==> src/rtl/hps_pkg.sv <==
`timescale 1ns / 1ps

package hps_pkg;

    // strings of this many bytes or more are rejected
    localparam int unsigned ADDR_MAX = 128;

    localparam logic [7:0] CH_OPEN  = 8'h5B;
    localparam logic [7:0] CH_CLOSE = 8'h5D;
    localparam logic [7:0] CH_COLON = 8'h3A;
    localparam logic [7:0] CH_PLUS  = 8'h2B;
    localparam logic [7:0] CH_SPACE = 8'h20;
    localparam logic [7:0] CH_TAB   = 8'h09;
    localparam logic [7:0] CH_CR    = 8'h0D;
    localparam logic [7:0] CH_ZERO  = 8'h30;
    localparam logic [7:0] CH_NINE  = 8'h39;

    localparam logic [16:0] PORT_SAT = 17'd65536;
    localparam logic [7:0]  HOST_CAP_RESET = 8'd64;

    typedef enum logic [3:0] {
        PP_SKIP   = 4'b0001,
        PP_SIGN   = 4'b0010,
        PP_DIGITS = 4'b0100,
        PP_FAIL   = 4'b1000
    } t_port_phase;

    typedef enum logic [2:0] {
        CP_NONE = 3'b001,
        CP_SEEN = 3'b010,
        CP_PORT = 3'b100
    } t_close_phase;

    typedef struct packed {
        t_port_phase phase;
        logic [16:0] acc;
    } t_port_state;

endpackage

==> src/rtl/hps_port_step.sv <==
`timescale 1ns / 1ps

// One character of decimal port text: whitespace skip, optional '+', digits.
module hps_port_step
    import hps_pkg::*;
(
    input  t_port_state i_cur,
    input  logic [7:0]  i_byte,
    output t_port_state o_nxt
);

    logic        is_digit;
    logic        is_space;
    logic [3:0]  digit;
    logic [20:0] times_ten;

    assign is_digit  = (i_byte >= CH_ZERO) && (i_byte <= CH_NINE);
    assign is_space  = (i_byte == CH_SPACE) || ((i_byte >= CH_TAB) && (i_byte <= CH_CR));
    assign digit     = i_byte[3:0];
    // acc * 8 + acc * 2 + digit
    assign times_ten = {1'b0, i_cur.acc, 3'b000} + {3'b000, i_cur.acc, 1'b0}
                     + {17'd0, digit};

    always_comb begin
        o_nxt = i_cur;
        unique case (i_cur.phase)
            PP_SKIP: begin
                if (is_space) begin
                    o_nxt.phase = PP_SKIP;
                end else if (i_byte == CH_PLUS) begin
                    o_nxt.phase = PP_SIGN;
                end else if (is_digit) begin
                    o_nxt.phase = PP_DIGITS;
                    o_nxt.acc   = {13'd0, digit};
                end else begin
                    o_nxt.phase = PP_FAIL;
                end
            end
            PP_SIGN: begin
                if (is_digit) begin
                    o_nxt.phase = PP_DIGITS;
                    o_nxt.acc   = {13'd0, digit};
                end else begin
                    o_nxt.phase = PP_FAIL;
                end
            end
            PP_DIGITS: begin
                if (is_digit) begin
                    o_nxt.acc = (times_ten > {4'd0, PORT_SAT}) ? PORT_SAT : times_ten[16:0];
                end else begin
                    o_nxt.phase = PP_FAIL;
                end
            end
            PP_FAIL: begin
                o_nxt = i_cur;
            end
            default: begin
                o_nxt = i_cur;
            end
        endcase
    end

endmodule

==> src/rtl/host_port_splitter.sv <==
`timescale 1ns / 1ps
// The result word appears on o_m_tvalid in the cycle after the zero byte is taken.
// Throughput: one character word per cycle; a waiting result stalls input only while
// the single output register is full and i_m_tready is low.
// Reset (i_rst_n low, synchronous): parse state and output valid cleared,
// host_capacity back to 64.
module host_port_splitter
    import hps_pkg::*;
(
    input  logic        i_clk,
    input  logic        i_rst_n,
    // configuration: host_capacity
    input  logic        i_cfg_valid,
    output logic        o_cfg_ready,
    input  logic [7:0]  i_cfg_data,
    // input stream
    input  logic        i_s_tvalid,
    output logic        o_s_tready,
    input  logic [7:0]  i_s_tdata,   // [7:0] char_byte
    // result stream
    output logic        o_m_tvalid,
    input  logic        i_m_tready,
    output logic [31:0] o_m_tdata    // [0] status, [1] host_offset, [8:2] host_length,
                                     // [24:9] port_number, [31:25] zero
);

    logic [7:0]   r_host_cap;
    logic [7:0]   r_byte_count, n_byte_count;
    logic         r_bracket, n_bracket;
    t_close_phase r_close_phase, n_close_phase;
    logic [7:0]   r_close_pos, n_close_pos;
    logic [1:0]   r_colon_cnt, n_colon_cnt;
    logic [7:0]   r_colon_pos, n_colon_pos;
    t_port_state  r_port, n_port;
    logic         r_error, n_error;
    logic         r_out_valid;
    logic [31:0]  r_out_data;

    logic         accept;
    logic         is_term;
    t_port_state  port_stepped;

    logic         ok;
    logic         has_port;
    logic         offset;
    logic [7:0]   hlen;
    logic [15:0]  port;
    logic [31:0]  result;

    assign o_cfg_ready = 1'b1;
    assign o_s_tready  = !r_out_valid || i_m_tready;
    assign o_m_tvalid  = r_out_valid;
    assign o_m_tdata   = r_out_data;

    assign accept  = i_s_tvalid && o_s_tready;
    assign is_term = (i_s_tdata == 8'd0);

    hps_port_step u_port_step (
        .i_cur  (r_port),
        .i_byte (i_s_tdata),
        .o_nxt  (port_stepped)
    );

    // running state for a non-zero byte
    always_comb begin
        n_byte_count  = r_byte_count;
        n_bracket     = r_bracket;
        n_close_phase = r_close_phase;
        n_close_pos   = r_close_pos;
        n_colon_cnt   = r_colon_cnt;
        n_colon_pos   = r_colon_pos;
        n_port        = r_port;
        n_error       = r_error;

        if ((r_byte_count == 8'd0) && (i_s_tdata == CH_OPEN)) begin
            n_bracket = 1'b1;
        end else if (r_bracket) begin
            unique case (r_close_phase)
                CP_NONE: begin
                    if (i_s_tdata == CH_CLOSE) begin
                        n_close_phase = CP_SEEN;
                        n_close_pos   = r_byte_count;
                    end
                end
                CP_SEEN: begin
                    if (i_s_tdata == CH_COLON) begin
                        n_close_phase = CP_PORT;
                    end else begin
                        n_error = 1'b1;
                    end
                end
                CP_PORT: begin
                    n_port = port_stepped;
                end
                default: begin
                    n_close_phase = r_close_phase;
                end
            endcase
        end else begin
            if (r_colon_cnt != 2'd0) begin
                n_port = port_stepped;
            end
            if (i_s_tdata == CH_COLON) begin
                if (r_colon_cnt == 2'd0) begin
                    n_colon_pos = r_byte_count;
                end
                if (r_colon_cnt < 2'd2) begin
                    n_colon_cnt = r_colon_cnt + 2'd1;
                end
            end
        end

        if (r_byte_count != 8'hFF) begin
            n_byte_count = r_byte_count + 8'd1;
        end
    end

    // verdict on the terminating byte
    always_comb begin
        ok       = (r_byte_count != 8'd0) && (r_byte_count < 8'(ADDR_MAX));
        has_port = 1'b0;
        offset   = 1'b0;
        hlen     = r_byte_count;
        port     = 16'd0;

        if (r_bracket) begin
            offset = 1'b1;
            if ((r_close_phase == CP_NONE) || (r_close_pos <= 8'd1) || r_error) begin
                ok   = 1'b0;
                hlen = 8'd0;
            end else begin
                hlen     = r_close_pos - 8'd1;
                has_port = (r_close_phase == CP_PORT);
            end
        end else if (r_colon_cnt == 2'd1) begin
            hlen     = r_colon_pos;
            has_port = 1'b1;
        end

        if ((hlen == 8'd0) || (hlen >= r_host_cap)) begin
            ok = 1'b0;
        end

        if (has_port) begin
            if ((r_port.phase != PP_DIGITS) || (r_port.acc == 17'd0) || r_port.acc[16]) begin
                ok = 1'b0;
            end else begin
                port = r_port.acc[15:0];
            end
        end

        if (ok) begin
            result = {7'd0, port, hlen[6:0], offset, 1'b0};
        end else begin
            result = {31'd0, 1'b1};
        end
    end

    always_ff @(posedge i_clk) begin
        if (!i_rst_n) begin
            r_host_cap    <= HOST_CAP_RESET;
            r_byte_count  <= 8'd0;
            r_bracket     <= 1'b0;
            r_close_phase <= CP_NONE;
            r_close_pos   <= 8'd0;
            r_colon_cnt   <= 2'd0;
            r_colon_pos   <= 8'd0;
            r_port        <= '{phase: PP_SKIP, acc: 17'd0};
            r_error       <= 1'b0;
            r_out_valid   <= 1'b0;
        end else begin
            if (i_cfg_valid) begin
                r_host_cap <= i_cfg_data;
            end

            if (accept && is_term) begin
                r_out_valid <= 1'b1;
            end else if (i_m_tready) begin
                r_out_valid <= 1'b0;
            end

            if (accept) begin
                if (is_term) begin
                    r_byte_count  <= 8'd0;
                    r_bracket     <= 1'b0;
                    r_close_phase <= CP_NONE;
                    r_close_pos   <= 8'd0;
                    r_colon_cnt   <= 2'd0;
                    r_colon_pos   <= 8'd0;
                    r_port        <= '{phase: PP_SKIP, acc: 17'd0};
                    r_error       <= 1'b0;
                end else begin
                    r_byte_count  <= n_byte_count;
                    r_bracket     <= n_bracket;
                    r_close_phase <= n_close_phase;
                    r_close_pos   <= n_close_pos;
                    r_colon_cnt   <= n_colon_cnt;
                    r_colon_pos   <= n_colon_pos;
                    r_port        <= n_port;
                    r_error       <= n_error;
                end
            end
        end
    end

    always_ff @(posedge i_clk) begin
        if (accept && is_term) begin
            r_out_data <= result;
        end
    end

endmodule
==> config.mk <==
export PLATFORM = sky130hd
export DESIGN_NAME = host_port_splitter
export DESIGN_NICKNAME = d
export VERILOG_FILES = /design/src/rtl/hps_pkg.sv /design/src/rtl/hps_port_step.sv /design/src/rtl/host_port_splitter.sv
export SDC_FILE = /design/constraint.sdc
export NUM_CORES = 1
export LEC_CHECK = 0
export ABC_AREA = 1
export BUFFER_PORTS_ARGS = -buffer_cell sky130_fd_sc_hd__buf_4
export CAP_MARGIN = 10
export CORE_AREA = 2 2 138 106
export CTS_CLUSTER_SIZE = 30
export DETAILED_ROUTE_END_ITERATION = 8
export DIE_AREA = 0 0 140 108
export HOLD_SLACK_MARGIN = 0.03
export PLACE_DENSITY = 0.7
export SYNTH_ARGS = -nofsm -noshare
export SYNTH_HDL_FRONTEND = slang
export SYNTH_SLANG_ARGS = --single-unit
==> constraint.sdc <==
create_clock -name i_clk -period 2.6 [get_ports i_clk]
set_input_delay 0.13 -clock i_clk [delete_from_list [all_inputs] [get_ports i_clk]]
set_output_delay 0.13 -clock i_clk [all_outputs]
set_load 0.02 [all_outputs]
; ---- After elaboration in Yosys (flattened, before gate mapping)
; Cells that the tools add are included.
[totals]
reg_bits = 93
out_inout_bits = 35
word_cells = 152
[op_classes]
addsub = 5
order_cmp = 9
eq_ne = 20
mux = 60
bitwise = 2
reduce_logical = 42
[op_table]
columns = operator, count
row1 = 2-to-1 mux 8 bit, 15
row2 = 2-to-1 mux 21 bit, 5
row3 = 2-to-1 mux 17 bit, 5
row4 = case mux 21 bit (3 select lines), 1
row5 = == test 8 x 6 -> 1 bit (second input constant), 3
row6 = logical NOT 8 bit, 3
row7 = nonzero test 2 bit, 11
row8 = adder 20 x 18 -> 21 bit, 1
row9 = adder 21 x 4 -> 21 bit, 1
row10 = > comparator 21 x 17 -> 1 bit (second input constant), 1
row11 = AND reduction 5 bit, 4
row12 = 2-to-1 mux 1 bit, 19
row13 = logical NOT 17 bit, 1
row14 = == test 8 x 7 -> 1 bit (second input constant), 2
row15 = 2-to-1 mux 4 bit, 4
row16 = 2-to-1 mux 3 bit, 5
row17 = 2-to-1 mux 2 bit, 5
row18 = adder 8 x 1 -> 8 bit (second input constant), 1
row19 = >= comparator 8 x 4 -> 1 bit (second input constant), 1
row20 = >= comparator 8 x 6 -> 1 bit (second input constant), 1
row21 = >= comparator 8 bit, 1
row22 = <= comparator 8 x 1 -> 1 bit (second input constant), 1
row23 = <= comparator 8 x 4 -> 1 bit (second input constant), 1
row24 = <= comparator 8 x 6 -> 1 bit (second input constant), 1
row25 = 29 further kinds, 45

; ---- Depth between registers and ports, before layout
; Gate-level depths: netlist of the first run.
[logic_depth]
ltp_word = 12
ltp_mapped = 22
depth_no_buf = 21

; ---- Modules after synthesis
; From an unflattened synthesis of the first run, not the netlist that was laid out.
[hier_totals]
hier_cells = 980
area_unflattened_um2 = 6630.1
[by_module_without_submodules]
columns = mod, n_inst, cells_per_inst, area_each_um2, seq_area_each_um2
row1 = host_port_splitter, 1, 569, 4395.5, 1971.9
row2 = hps_port_step, 1, 411, 2234.6, 0.0

; ---- Worst setup path before layout of the first run
; No wires, ideal clock.
[synth_timing]
kind = register -> register
startpoint = register r_close_pos[0]
endpoint = register r_out_data[11], in the netlist o_m_tdata[11] (data pin)
setup_time_ns = 0.138
t_arrival_ns = 2.734
slack_ns = -0.272
stages_incl_launch_ff = 21
path_buffers = 1
synth_period_minus_slack_ns = 2.872
cell_sequence = dfxtp_1 > inv_1 > ha_1 > o21ai_0 > nor2_1 > nor2_1 > nand2_1 > nand2_2 > nand3_1 > ha_1 > inv_1 > a21boi_0 > o21a_1 > o21ai_0 > nand2_1 > nand2_1 > a21boi_0 > o21bai_1 > nand4_2 > buf_4 > nor2_1
[synth_via]
elab_chain_len = 12
word_cells_on_any_way = 19
cone_classes = add/sub: 1 / order compare: 2 / mux: 9 / bitwise: 2 / reduce/logical: 5
[synth_rtl]
columns = item, line
row1 = from (decl), host_port_splitter.sv:31  ; logic [7:0] r_close_pos, n_close_pos;
row2 = from (signal assigned), host_port_splitter.sv:196  ; r_close_pos <= n_close_pos;
row3 = <= comparator 8 x 1 -> 1 bit, host_port_splitter.sv:128  ; if ((r_close_phase == CP_NONE) || (r_close_pos <= 8'd1) || r_error) begin
row4 = logical OR 1 bit (2 in series), host_port_splitter.sv:128
row5 = 2-to-1 mux 8 bit, host_port_splitter.sv:128
row6 = 2-to-1 mux 8 bit, host_port_splitter.sv:126  ; if (r_bracket) begin
row7 = >= comparator 8 bit / logical NOT 8 bit (equally long branches), host_port_splitter.sv:140  ; if ((hlen == 8'd0) || (hlen >= r_host_cap)) begin
row8 = logical OR 1 bit, host_port_splitter.sv:140
row9 = 2-to-1 mux 1 bit, host_port_splitter.sv:140
row10 = 2-to-1 mux 1 bit, host_port_splitter.sv:145  ; if ((r_port.phase != PP_DIGITS) || (r_port.acc == 17'd0) || r_port.acc[16]) begin
row11 = 2-to-1 mux 1 bit, host_port_splitter.sv:144  ; if (has_port) begin
row12 = inverter 1 bit (no line), n/a
row13 = OR reduction 3 bit (no line) *, n/a
row14 = to (signal assigned), host_port_splitter.sv:208  ; r_out_data <= result;
row15 = to (decl), host_port_splitter.sv:37  ; logic [31:0] r_out_data;
; Every way passes the cells marked *; elsewhere a longest branch is shown, timed or not.
; A chain may end at the register's enable or synchronous reset.

; ---- Worst setup path in the final report of the first run
[layout_timing]
startpoint = register r_close_pos[0]
endpoint = register r_out_data[4], in the netlist o_m_tdata[4] (data pin)
[layout_via]
elab_chain_len = 10
word_cells_on_any_way = 16
cone_classes = add/sub: 1 / order compare: 2 / mux: 9 / reduce/logical: 4
[layout_rtl]
columns = item, line
row1 = <= comparator 8 x 1 -> 1 bit, host_port_splitter.sv:128
row2 = logical OR 1 bit (2 in series), host_port_splitter.sv:128
row3 = 2-to-1 mux 8 bit, host_port_splitter.sv:128
row4 = 2-to-1 mux 8 bit, host_port_splitter.sv:126
row5 = >= comparator 8 bit / logical NOT 8 bit (equally long branches), host_port_splitter.sv:140
row6 = logical OR 1 bit, host_port_splitter.sv:140
row7 = 2-to-1 mux 1 bit, host_port_splitter.sv:140
row8 = 2-to-1 mux 1 bit, host_port_splitter.sv:145
row9 = 2-to-1 mux 1 bit, host_port_splitter.sv:144
; Several ways; a longest one is shown, not always the timed one.

==> results of run 1 <==
[worst min path at each step]
stage | from | endpoint | slack [ns]
5_1_grt | i_cfg_data[4] | r_host_cap[4] | 0.09
6_report | i_cfg_data[2] | r_host_cap[2] | 0.06
4_1_cts | i_cfg_data[2] | r_host_cap[2] | 0.06
3_5_place_dp | i_cfg_data[6] | r_host_cap[6] | 0.36
3_3_place_gp | i_cfg_valid | r_host_cap[6] | 0.36
2_1_floorplan | i_cfg_valid | r_host_cap[6] | 0.24
[repair_timing]
item | in CTS | in global routing
setup buffers | 9 | 4
pin swaps | 7 | 29
cloned | 2 | 2
resized for setup | 32 | 106
endpoints found under the hold margin | 2 | 0
endpoints found under the setup margin | 42 | 42
hold buffers | 3 | 0
[through the flow]
stage	utilization, %	cell area [sq um]
after global placement	54.4	7430
after CTS	58.7	8010
final	62.5	8540
after global routing	62.5	8540
after detailed placement	54.4	7430
after floorplan	-	6170
[area by class of cell]
| type | instances | area, sq um | area share [%] |
|---|---|---|---|
| multi-input cells | 649 | 4080 | 47.8 |
| flip-flops and latches | 86 | 1980 | 23.2 |
| repair buffers | 178 | 1450 | 17.0 |
| inverters | 127 | 482 | 5.64 |
| clock buffers | 10 | 229 | 2.68 |
| well taps | 175 | 219 | 2.57 |
| clock inverters | 6 | 93.8 | 1.10 |
[power by group]
part           switching (mW)  internal, mW
Sequential            0.00611          1.38
Combinational           0.145        0.0963
Clock                   0.569         0.851
[worst max-delay path, delay by kind of cell (launching register included)]
kind                       cells  cell delay (ns)
AOI/OAI and AO/OA              6             0.75
adders and majority gates      2             0.44
DFF                            1             0.36
and+or+nand+nor                9             0.85
buffers and inverters          4             0.37
[routing by layer]
metal	GRT usage (%)	vias to the layer above	part of all wire, %
met5	0	-	0
met4	4.98	0	1.1
met3	4.83	17	6.7
met2	32.4	226	42
met1	34.3	2908	50
li1	-	3240	-
[registers in the layout, indices dropped and copies added, names as in the netlist, 2 cells and up]
name           flops
o_m_tdata         25
r_colon_cnt        2
r_colon_pos        8
r_close_phase      3
r_close_pos        8
r_byte_count       8
r_host_cap         8
r_port            21
[cells in the final DEF (no fill, tap or decap), types with 12 or more instances in the layout]
master and n:
nand2_2 14, ha_1 37, buf_4 164, clkbuf_16 12
o21ai_0 46, edfxtp_1 25, nand3_2 23, a21oi_2 15
dfxtp_1 54, a21oi_1 58, nand2_1 173, nand3_1 43
nand4_1 13, nor2_4 21, nor2_1 95, inv_1 119
[cells by family after synthesis]
| family | Yosys count | share of synthesized area (%) |
|---|---|---|
| and+or+nand+nor | 437 | 32.2 |
| buffers and inverters | 156 | 10.8 |
| AOI/OAI and AO/OA | 146 | 13.2 |
| DFF | 86 | 32.2 |
| adders and majority gates | 49 | 10.3 |
| xor gates and xnor gates | 8 | 1.15 |
| other | 2 | 0.123 |
==> flow_summary.json, run 1 <==
{
  "max-slew-margin-rel_pct": 60.1,
  "routedWlPerCell_microns": 14.4,
  "crit_required_ns": 2.81,
  "num-nets-final": 1121,
  "yosys_warnings": 0,
  "synth_cell_type_count": 50,
  "cp_slowest_cell": "dfxtp_2",
  "r2r-end": "o_m_tdata[4]",
  "whs_path_depth": 3,
  "fillers": 1133,
  "cts_tree": "done",
  "finalNonFillerCells": 1231,
  "port-buffer-count": 47,
  "tightestPinTransition_ns": 0.593,
  "ctsRootBufferMaster": "clkbuf_16",
  "synth_flop_cell": "dfxtp_1",
  "overflow": 0,
  "cts.sinks": 86,
  "wl_microns": 17700,
  "finClkSkew_ns": 0.0119,
  "tns_ns": -11.11,
  "diodes": 0,
  "antenna_left": 0,
  "crit_arrival_ns": 3.13,
  "rsz0062_at_grt": "true",
  "synth_edf_count": 25,
  "yosysTopAreaCell": "dfxtp_1",
  "hold_path.class": "in -> reg",
  "first_pass_iters": 7,
  "drive_above_1_share_pct": 31.3,
  "grt_usage_pct": 22.5,
  "crit_end": "o_m_tdata[4]",
  "setup.worst_path.class": "reg -> reg",
  "setup_viol": 42,
  "coreArea_sq_mm": 0.0137,
  "clock_latency_ns": 0.35,
  "start_kind": "register",
  "endpoint_kind": "register",
  "pre_cts_ws_ns": -0.314,
  "syn_area_sq_mm": 0.00612,
  "powerDensity_mw_per_mm2": 357,
  "numCtsBuffers": 9,
  "grt_pass1_vias": 5633,
  "synth_area_leaders": "dfxtp_1 (20%), edfxtp_1 (12%), nand2_1 (11%), ha_1 (9.6%), inv_1 (7.7%)",
  "rrSetupSlack_ns": -0.32,
  "period_share_pct": 112,
  "ys_ff_latch": 86,
  "p_total_mw": 3.05,
  "die-area_sq_mm": 0.0151,
  "worstSetupStartpoint": "r_close_pos[0]",
  "fin_crit_ns": 2.92,
  "drtIter0Drc": 496,
  "synth_cells": 884,
  "num_vias": 6391,
  "grt_pass1_wl_microns": 27400,
  "holdWs_ns": 0.0616,
  "die_x_microns": 140,
  "reg2reg_depth": 21,
  "post-route-drc-count": 3,
  "path_common_cell": "nand2_1",
  "timing.fmax_ghz": 0.342,
  "clk_pin_slew_worst_paths_ns": 0.06,
  "critPathMaxStageDelay_ns": 0.36,
  "dp_hpwl_microns": 12500,
  "ys_seq_area_share_pct": 32.2,
  "synth_common_cells": "nand2_1 (186), inv_1 (125), nor2_1 (121)",
  "die_y_microns": 108,
  "hold_viol": 0,
  "setup_ws_ns": -0.323,
  "clock_path_buffers": 2,
  "vdd_drop_max_mv": 0.346,
  "antenna_found_initial": 0,
  "avgSynthCellArea_sq_um": 6.92,
  "place_inst": 1196,
  "yosysMostFrequentCell": "nand2_1",
  "rows": 37,
  "grt_max_degree": 35,
  "violations": "design-rule violations, negative setup slack",
  "area_delta_synth_final_pct": 39.5,
  "place.gp.congestion": 0.848,
  "worstPathCellList": "inv_2 > ha_4 > o21ai_2 > nor2_2 > nor2_2 > nand2_1 > nand2_2 > nand3_2 > ha_1 > inv_1 > a21boi_2 > o21a_1 > o21ai_1 > nand2_1 > nand2_1 > a21boi_2 > o21bai_2 > buf_6 > buf_6 > nand3_4 > nor2_1",
  "status": "finished, violations left",
  "worst-path-max-fanout": 4,
  "maxCapViolCount": 0,
  "top_level_ports": 56,
  "vias_per_cell": 5.19,
  "leakage_nw": 3.97,
  "netlist.area_leader.share_pct": 20.0,
  "async_reset_ff_share_pct": 0,
  "drv_slew": 0,
  "htreeDepth": 3,
  "start_util_pct": 44.8,
  "worstReg2RegStart": "r_close_pos[0]"
}
(Power assumes the default switching activity.)
==> inputs of run 2 (changes only) <==
Settings changed: ABC_AREA 1 to not set, CORE_AREA 2 2 138 106 to 2 2 136 105, DIE_AREA 0 0 140 108 to 0 0 138 107, SLEW_MARGIN set to 20.
==> run 2 against run 1 <==
Against the previous run:
- the run ends with negative setup slack left
- clock power shrank 13%
- core utilization shrank 2.6 points
- fmax shrank 9.9%
- via count shrank 7.7%
- critical path depth shrank 7
- first-iteration DRC count grew 6.5%
- power shrank 4.6%
- register-to-register slack lost 0.32 ns
- area after synthesis shrank 3.2%
- clock-buffer cell count grew 3
- final area shrank 5.7%
- largest power group is now registers
- highest routed layer unchanged
==> flow_summary.json, run 2 <==
{
  "drive_above_1_share_pct": 30.5,
  "worstSetupStartpoint": "r_close_pos[5]",
  "yosys_warnings": 0,
  "port-buffer-count": 47,
  "setup.worst_path.class": "reg -> reg",
  "num-nets-final": 953,
  "finalNonFillerCells": 1063,
  "avgSynthCellArea_sq_um": 8.32,
  "worst-path-max-fanout": 13,
  "max-slew-margin-rel_pct": 64.5,
  "yosysTopAreaCell": "dfxtp_1",
  "antenna_left": 0,
  "area_delta_synth_final_pct": 35.8,
  "grt_max_degree": 34,
  "grt_pass1_wl_microns": 28200,
  "reg2reg_depth": 14,
  "place.gp.congestion": 0.944,
  "num_vias": 5902,
  "routedWlPerCell_microns": 16.3,
  "vdd_drop_max_mv": 0.406,
  "whs_path_depth": 3,
  "period_share_pct": 125,
  "crit_arrival_ns": 3.42,
  "p_total_mw": 2.91,
  "worstReg2RegStart": "r_close_pos[5]",
  "die_x_microns": 138,
  "setup_viol": 42,
  "coreArea_sq_mm": 0.0134,
  "diodes": 0,
  "leakage_nw": 3.48,
  "synth_cells": 712,
  "setup_ws_ns": -0.644,
  "vias_per_cell": 5.55,
  "synth_area_leaders": "dfxtp_1 (21%), edfxtp_1 (13%), ha_1 (9.9%), nand2_1 (4.6%), a21oi_1 (3.2%)",
  "endpoint_kind": "register",
  "rrSetupSlack_ns": -0.64,
  "ys_ff_latch": 86,
  "clk_pin_slew_worst_paths_ns": 0.06,
  "antenna_found_initial": 0,
  "clock_latency_ns": 0.35,
  "overflow": 0,
  "grt_pass1_vias": 5617,
  "finClkSkew_ns": 0.0110,
  "fin_crit_ns": 3.24,
  "synth_common_cells": "nand2_1 (72), dfxtp_1 (61), ha_1 (47), inv_1 (47), nor2_1 (46)",
  "largest_register_ffs": 25,
  "drv_slew": 0,
  "grt_usage_pct": 23.5,
  "syn_area_sq_mm": 0.00592,
  "synth_edf_count": 25,
  "pre_cts_ws_ns": -0.759,
  "yosysMostFrequentCell": "nand2_1",
  "r2r-end": "o_m_tdata[20]",
  "numCtsBuffers": 9,
  "rows": 37,
  "ys_seq_area_share_pct": 33.3,
  "drtIter0Drc": 528,
  "post-route-drc-count": 0,
  "violations": "negative setup slack",
  "htreeDepth": 3,
  "synth_flop_cell": "dfxtp_1",
  "tightestPinTransition_ns": 0.528,
  "async_reset_ff_share_pct": 0,
  "ctsRootBufferMaster": "clkbuf_16",
  "cts.sinks": 86,
  "netlist.area_leader.share_pct": 20.6,
  "crit_required_ns": 2.77,
  "hold_path.class": "in -> reg",
  "die-area_sq_mm": 0.0148,
  "hold_viol": 0,
  "first_pass_iters": 5,
  "cts_tree": "done",
  "start_util_pct": 44.1,
  "layout_common_cells": "buf_4 (192), nand2_1 (72), dfxtp_1 (57), inv_1 (47), ha_1 (45)",
  "tns_ns": -23.97,
  "timing.fmax_ghz": 0.308,
  "top_level_ports": 56,
  "die_y_microns": 107,
  "status": "finished, violations left",
  "min_from": "i_cfg_data[2]",
  "wl_microns": 17400,
  "clock_path_buffers": 2,
  "powerDensity_mw_per_mm2": 362,
  "final_common_cell": "buf_4",
  "start_kind": "register",
  "min_to": "r_host_cap[2]",
  "dp_hpwl_microns": 13500,
  "maxCapViolCount": 0,
  "synth_cell_type_count": 69,
  "rsz0062_at_grt": "true",
  "place_inst": 1038
}
## run 2: cell count changes after synthesis, moves of 12 or more
cell / previous run / this run
a21o_1: 0 / 12
o21ai_0: 49 / 25
nand3_1: 67 / 28
a21boi_0: 2 / 19
nor3_1: 13 / 30
o21ai_1: 2 / 14
mux2i_1: 0 / 14
nor2_1: 121 / 46
a21oi_1: 70 / 38
clkbuf_1: 10 / 27
nand2_1: 186 / 72
inv_1: 125 / 47
nor2b_1: 0 / 23
## run 2: worst max path at each step
stage	end	slack, ns
2_1_floorplan	o_m_tdata[11]	-0.49
6_report	o_m_tdata[20]	-0.64
3_5_place_dp	o_m_tdata[23]	-0.76
5_1_grt	o_m_tdata[6]	-0.77
3_3_place_gp	r_port[16]	-0.57
4_1_cts	r_port[2]	-0.61
## run 2: cells by family (layout without fill, tap and decap cells)
kind of cell	Yosys count	count (layout)	share of synthesized area, %
adders and majority gates	49	49	10.6
DFF	86	86	33.3
xor gates and xnor gates	20	20	2.96
buffers and inverters	92	262	6.82
other	2	8	0.127
AOI/OAI and AO/OA	178	178	20.3
and+or+nand+nor	271	271	23.5
muxes	14	14	2.37
## run 2: stage by stage
step	hold WS (ns)	area [sq um]	utilization, %
final	0.0470	8050	59.9
after global routing	0.0476	8050	59.9
after global placement	0.348	7540	56.2
after CTS	0.0460	7940	59.2
after detailed placement	0.365	7540	56.2
after floorplan	0.260	6100	-
## run 2: critical path, stage by stage, from the launching register on
cell,delay [ns]
dfxtp_2,0.32
or4_4,0.55
o41ai_4,0.26
o21a_4,0.18
or2_4,0.12
ha_4,0.18
nand2b_4,0.12
a21o_1,0.15
a21o_1,0.15
a21o_1,0.15
a21o_1,0.16
a21oi_2,0.18
o211ai_4,0.14
buf_12,0.19
nor3_2,0.20
## run 2: final cells by class
| class | instances | area (sq um) |
|---|---|---|
| Fill cell | 1134 | 5380 |
| Timing Repair Buffer | 199 | 1550 |
| Clock buffer | 13 | 272 |
| Tap cell | 175 | 219 |
| Inverter | 47 | 176 |
| Clock inverter | 3 | 17.5 |
| Sequential cell | 86 | 1980 |
| Multi-Input combinational cell | 540 | 3830 |
## run 2: repair_timing
item / 4_1_cts / 5_1_grt
pin swaps: 4 / 2
hold buffers: 1 / 0
hold endpoints to repair: 1 / 0
setup buffers: 4 / 1
cloned: 1 / 2
resized for setup: 13 / 10
endpoints found under the setup margin: 42 / 42
## run 2: where the power goes
part | switching [mW] | total [mW] | internal (mW)
combinational | 0.157 | 0.292 | 0.135
sequential | 0.00609 | 1.39 | 1.38
clock | 0.502 | 1.23 | 0.729
## run 2: routing by layer
layer / vias to the layer above / GRT usage (%) / part of all wire, %
met2: 192 / 37.1 / 45
met3: 23 / 4.15 / 6.6
li1: 2888 / - / -
met4: 0 / 6.56 / 1.7
met5: - / 0 / 0
met1: 2799 / 33.3 / 47
==> inputs of run 3 (changes only) <==
--- a/config.mk
+++ b/config.mk
@@ -9,6 +9,6 @@
 export CAP_MARGIN = 10
-export CORE_AREA = 2 2 136 105
+export CORE_AREA = 2 2 138 106
 export CTS_CLUSTER_SIZE = 30
 export DETAILED_ROUTE_END_ITERATION = 8
-export DIE_AREA = 0 0 138 107
+export DIE_AREA = 0 0 140 108
 export HOLD_SLACK_MARGIN = 0.03
@@ -18,2 +18,3 @@
 export SYNTH_HDL_FRONTEND = slang
+export SYNTH_HIERARCHICAL = 1
 export SYNTH_SLANG_ARGS = --single-unit
==> constraint.sdc (replaced) <==
create_clock -name i_clk -period 2.6 [get_ports i_clk]
set_input_delay 0.39 -clock i_clk [delete_from_list [all_inputs] [get_ports i_clk]]
set_output_delay 0.39 -clock i_clk [all_outputs]
set_load 0.02 [all_outputs]
==> run 3 against run 2 <==
Against the previous run:
- the run ends with design-rule violations, negative setup slack left
- synthesized cell count grew 0.84%
- area after synthesis grew 2.7%
- register-to-register slack lost 0.30 ns
- fmax shrank 8.3%
- clock-buffer cell count shrank 3
- highest routed layer unchanged
- clock power grew 8%
- setup slack lost 0.30 ns
- largest power group unchanged
- power grew 4.4%
- clock skew shrank 0.0026 ns
- critical path depth grew 1
- critical path type unchanged
- cell count grew 0.56%
==> flow_summary.json, run 3 <==
{
  "finalNonFillerCells": 1069,
  "antenna_found_initial": 0,
  "post-route-drc-count": 7,
  "rows": 37,
  "vias_per_cell": 5.76,
  "setup.worst_path.class": "reg -> reg",
  "synth_common_cells": "nand2_1 (81), dfxtp_1 (61), nor2_1 (49)",
  "setup_ws_ns": -0.940,
  "holdBufCountCts": 0,
  "avgSynthCellArea_sq_um": 8.48,
  "die_y_microns": 108,
  "clock_latency_ns": 0.35,
  "timing.fmax_ghz": 0.283,
  "finish.instance_area_sq_mm": 0.00852,
  "dp_hpwl_microns": 13200,
  "vdd_drop_max_mv": 0.422,
  "async_reset_ff_share_pct": 0,
  "ys_seq_area_share_pct": 32.4,
  "setup_viol": 42,
  "htreeDepth": 3,
  "clock_path_buffers": 2,
  "whs_path_depth": 3,
  "overflow": 0,
  "num_vias": 6159,
  "cts.sinks": 86,
  "place.gp.congestion": 0.898,
  "routed-wl-met2_microns": 7920,
  "num-nets-final": 959,
  "yosysMostFrequentCell": "nand2_1",
  "synth_cell_type_count": 77,
  "numCtsBuffers": 9,
  "grt_usage_pct": 23.3,
  "rsz0062_at_grt": "true",
  "wl_met1_microns": 8500,
  "synth_area_leaders": "dfxtp_1 (20%), edfxtp_1 (12%), ha_1 (9.7%), nand2_1 (5.0%), a21boi_0 (3.5%)",
  "max-slew-margin-rel_pct": 62.8,
  "worstReg2RegStart": "r_port[0]",
  "place_area_sq_mm": 0.00763,
  "tightestPinTransition_ns": 0.558,
  "fin_crit_ns": 3.54,
  "die-area_sq_mm": 0.0151,
  "die_x_microns": 140,
  "p_total_mw": 3.04,
  "drive_above_1_share_pct": 35.2,
  "min_to": "r_host_cap[6]",
  "grt_pass1_vias": 5848,
  "coreArea_sq_mm": 0.0137,
  "worst-path-max-fanout": 7,
  "crit_arrival_ns": 3.81,
  "clk_pin_slew_worst_paths_ns": 0.07,
  "r2r-end": "r_port[2]",
  "syn_area_sq_mm": 0.00609,
  "maxCapViolCount": 0,
  "netlist.area_leader.share_pct": 20.1,
  "yosys_warnings": 6,
  "cts_tree": "done",
  "violations": "design-rule violations, negative setup slack",
  "diodes": 0,
  "area_delta_synth_final_pct": 39.9,
  "grt_max_degree": 45,
  "leakage_nw": 3.60,
  "routed.top_layer": "met4",
  "fin_util_pct": 62.4,
  "antenna_left": 0,
  "drv_slew": 0,
  "period_share_pct": 136,
  "ys_ff_latch": 86,
  "start_kind": "register",
  "first_pass_iters": 7,
  "largest_register_ffs": 25,
  "fillers": 1099,
  "hold_path.class": "in -> reg",
  "powerDensity_mw_per_mm2": 357,
  "grt_pass1_wl_microns": 28500,
  "min_from": "i_cfg_data[6]",
  "port-buffer-count": 47,
  "place_inst": 1038,
  "synth_cells": 718,
  "synth_flop_cell": "dfxtp_1",
  "reg2reg_depth": 15,
  "start_util_pct": 44.6,
  "finClkSkew_ns": 0.00834,
  "yosysTopAreaCell": "dfxtp_1",
  "status": "finished, violations left",
  "routedWlPerCell_microns": 16.7,
  "ctsRootBufferMaster": "clkbuf_16",
  "layout_common_cells": "buf_4 (192), nand2_1 (80), dfxtp_1 (55), nor2_1 (43), ha_1 (42)",
  "final_common_cell": "buf_4",
  "hold_viol": 0,
  "top_level_ports": 56,
  "drtIter0Drc": 582,
  "endpoint_kind": "register",
  "synth_edf_count": 25,
  "wl_microns": 17900,
  "rrSetupSlack_ns": -0.94,
  "crit_required_ns": 2.87,
  "wl_met3_microns": 1280
}
-- run 3: cell types whose count changed in the layout (fill, tap and decap cells not counted), sizes merged, moves of 9 or more --
| cell | change |
|---|---|
| nor3 | -13 |
| inv | -18 |
| nand2 | +9 |
| a211oi | -10 |
| nand4 | -10 |
| nand3 | +9 |
| nor4 | +16 |
-- run 3: per-layer routing --
| layer | vias to the layer above | global-route usage (%) |
|---|---|---|
| met5 | - | 0 |
| met4 | 0 | 5.99 |
| met3 | 22 | 4.65 |
| met2 | 231 | 37.1 |
| met1 | 2926 | 32.8 |
| li1 | 2980 | - |
-- run 3: worst max-delay path by stage --
stage	cells past startpoint	from	endpoint	slack, ns
after floorplan	15	i_s_tdata[3]	r_port[6]	-0.79
after detailed placement	15	i_s_tdata[3]	r_port[6]	-1.22
after global placement	15	i_s_tdata[3]	r_port[6]	-1.12
after CTS	15	r_port[2]	r_port[2]	-0.98
after global routing	15	r_port[0]	r_port[0]	-1.10
final	15	r_port[0]	r_port[2]	-0.94
-- run 3: logic make-up after synthesis --
logic type	after synthesis	share of synthesized area (%)
buf+inv	77	5.49
other cells	2	0.123
simple gates	280	23.9
xor+xnor	20	2.88
compound gates	186	21.9
mux	18	2.98
flops	86	32.4
fa+ha+maj	49	10.3
-- run 3: cell type report --
| type | instances | area (sq um) | area share, % |
|---|---|---|---|
| repair buffers | 204 | 1610 | 18.9 |
| clock buffers | 10 | 229 | 2.69 |
| well taps | 175 | 219 | 2.57 |
| inverters | 27 | 104 | 1.22 |
| clock inverters | 6 | 71.3 | 0.837 |
| flip-flops and latches | 86 | 1980 | 23.3 |
| multi-input cells | 561 | 4300 | 50.5 |
-- run 3: stage by stage --
stage | worst slack, ns | setup TNS, ns | hold WS (ns)
final | -0.940 | -30.60 | 0.264
after floorplan | -0.788 | -17.75 | 0.437
after global placement | -1.12 | -30.77 | 0.452
after CTS | -0.982 | -30.40 | 0.265
after global routing | -1.10 | -35.36 | 0.266
after detailed placement | -1.22 | -33.48 | 0.458
-- run 3: what timing repair did --
| item | in CTS | in global routing |
|---|---|---|
| gates resized for setup | 58 | 43 |
| hold endpoints to repair | 0 | 0 |
| buffers inserted | 8 | 8 |
| cloned | 1 | 0 |
| pin swaps | 36 | 30 |
| endpoints found under the setup margin | 42 | 44 |
-- run 3: report_power, final --
group	switching, mW	internal, mW
Combinational	0.188	0.140
Sequential	0.00633	1.38
Clock	0.571	0.754
Total	0.765	2.27
-- run 3: worst max-delay path, stage by stage, from the launching register on --
cell,delay (ns)
dfxtp_2,0.33
fa_1,0.50
ha_1,0.31
a21o_1,0.14
nand4_1,0.17
a21o_1,0.27
a2111oi_2,0.38
buf_4,0.17
nor2_1,0.04
a311oi_2,0.31
o22ai_2,0.17
buf_6,0.16
nand2b_4,0.16
o21ai_1,0.12
nand3_1,0.09
a21boi_1,0.12
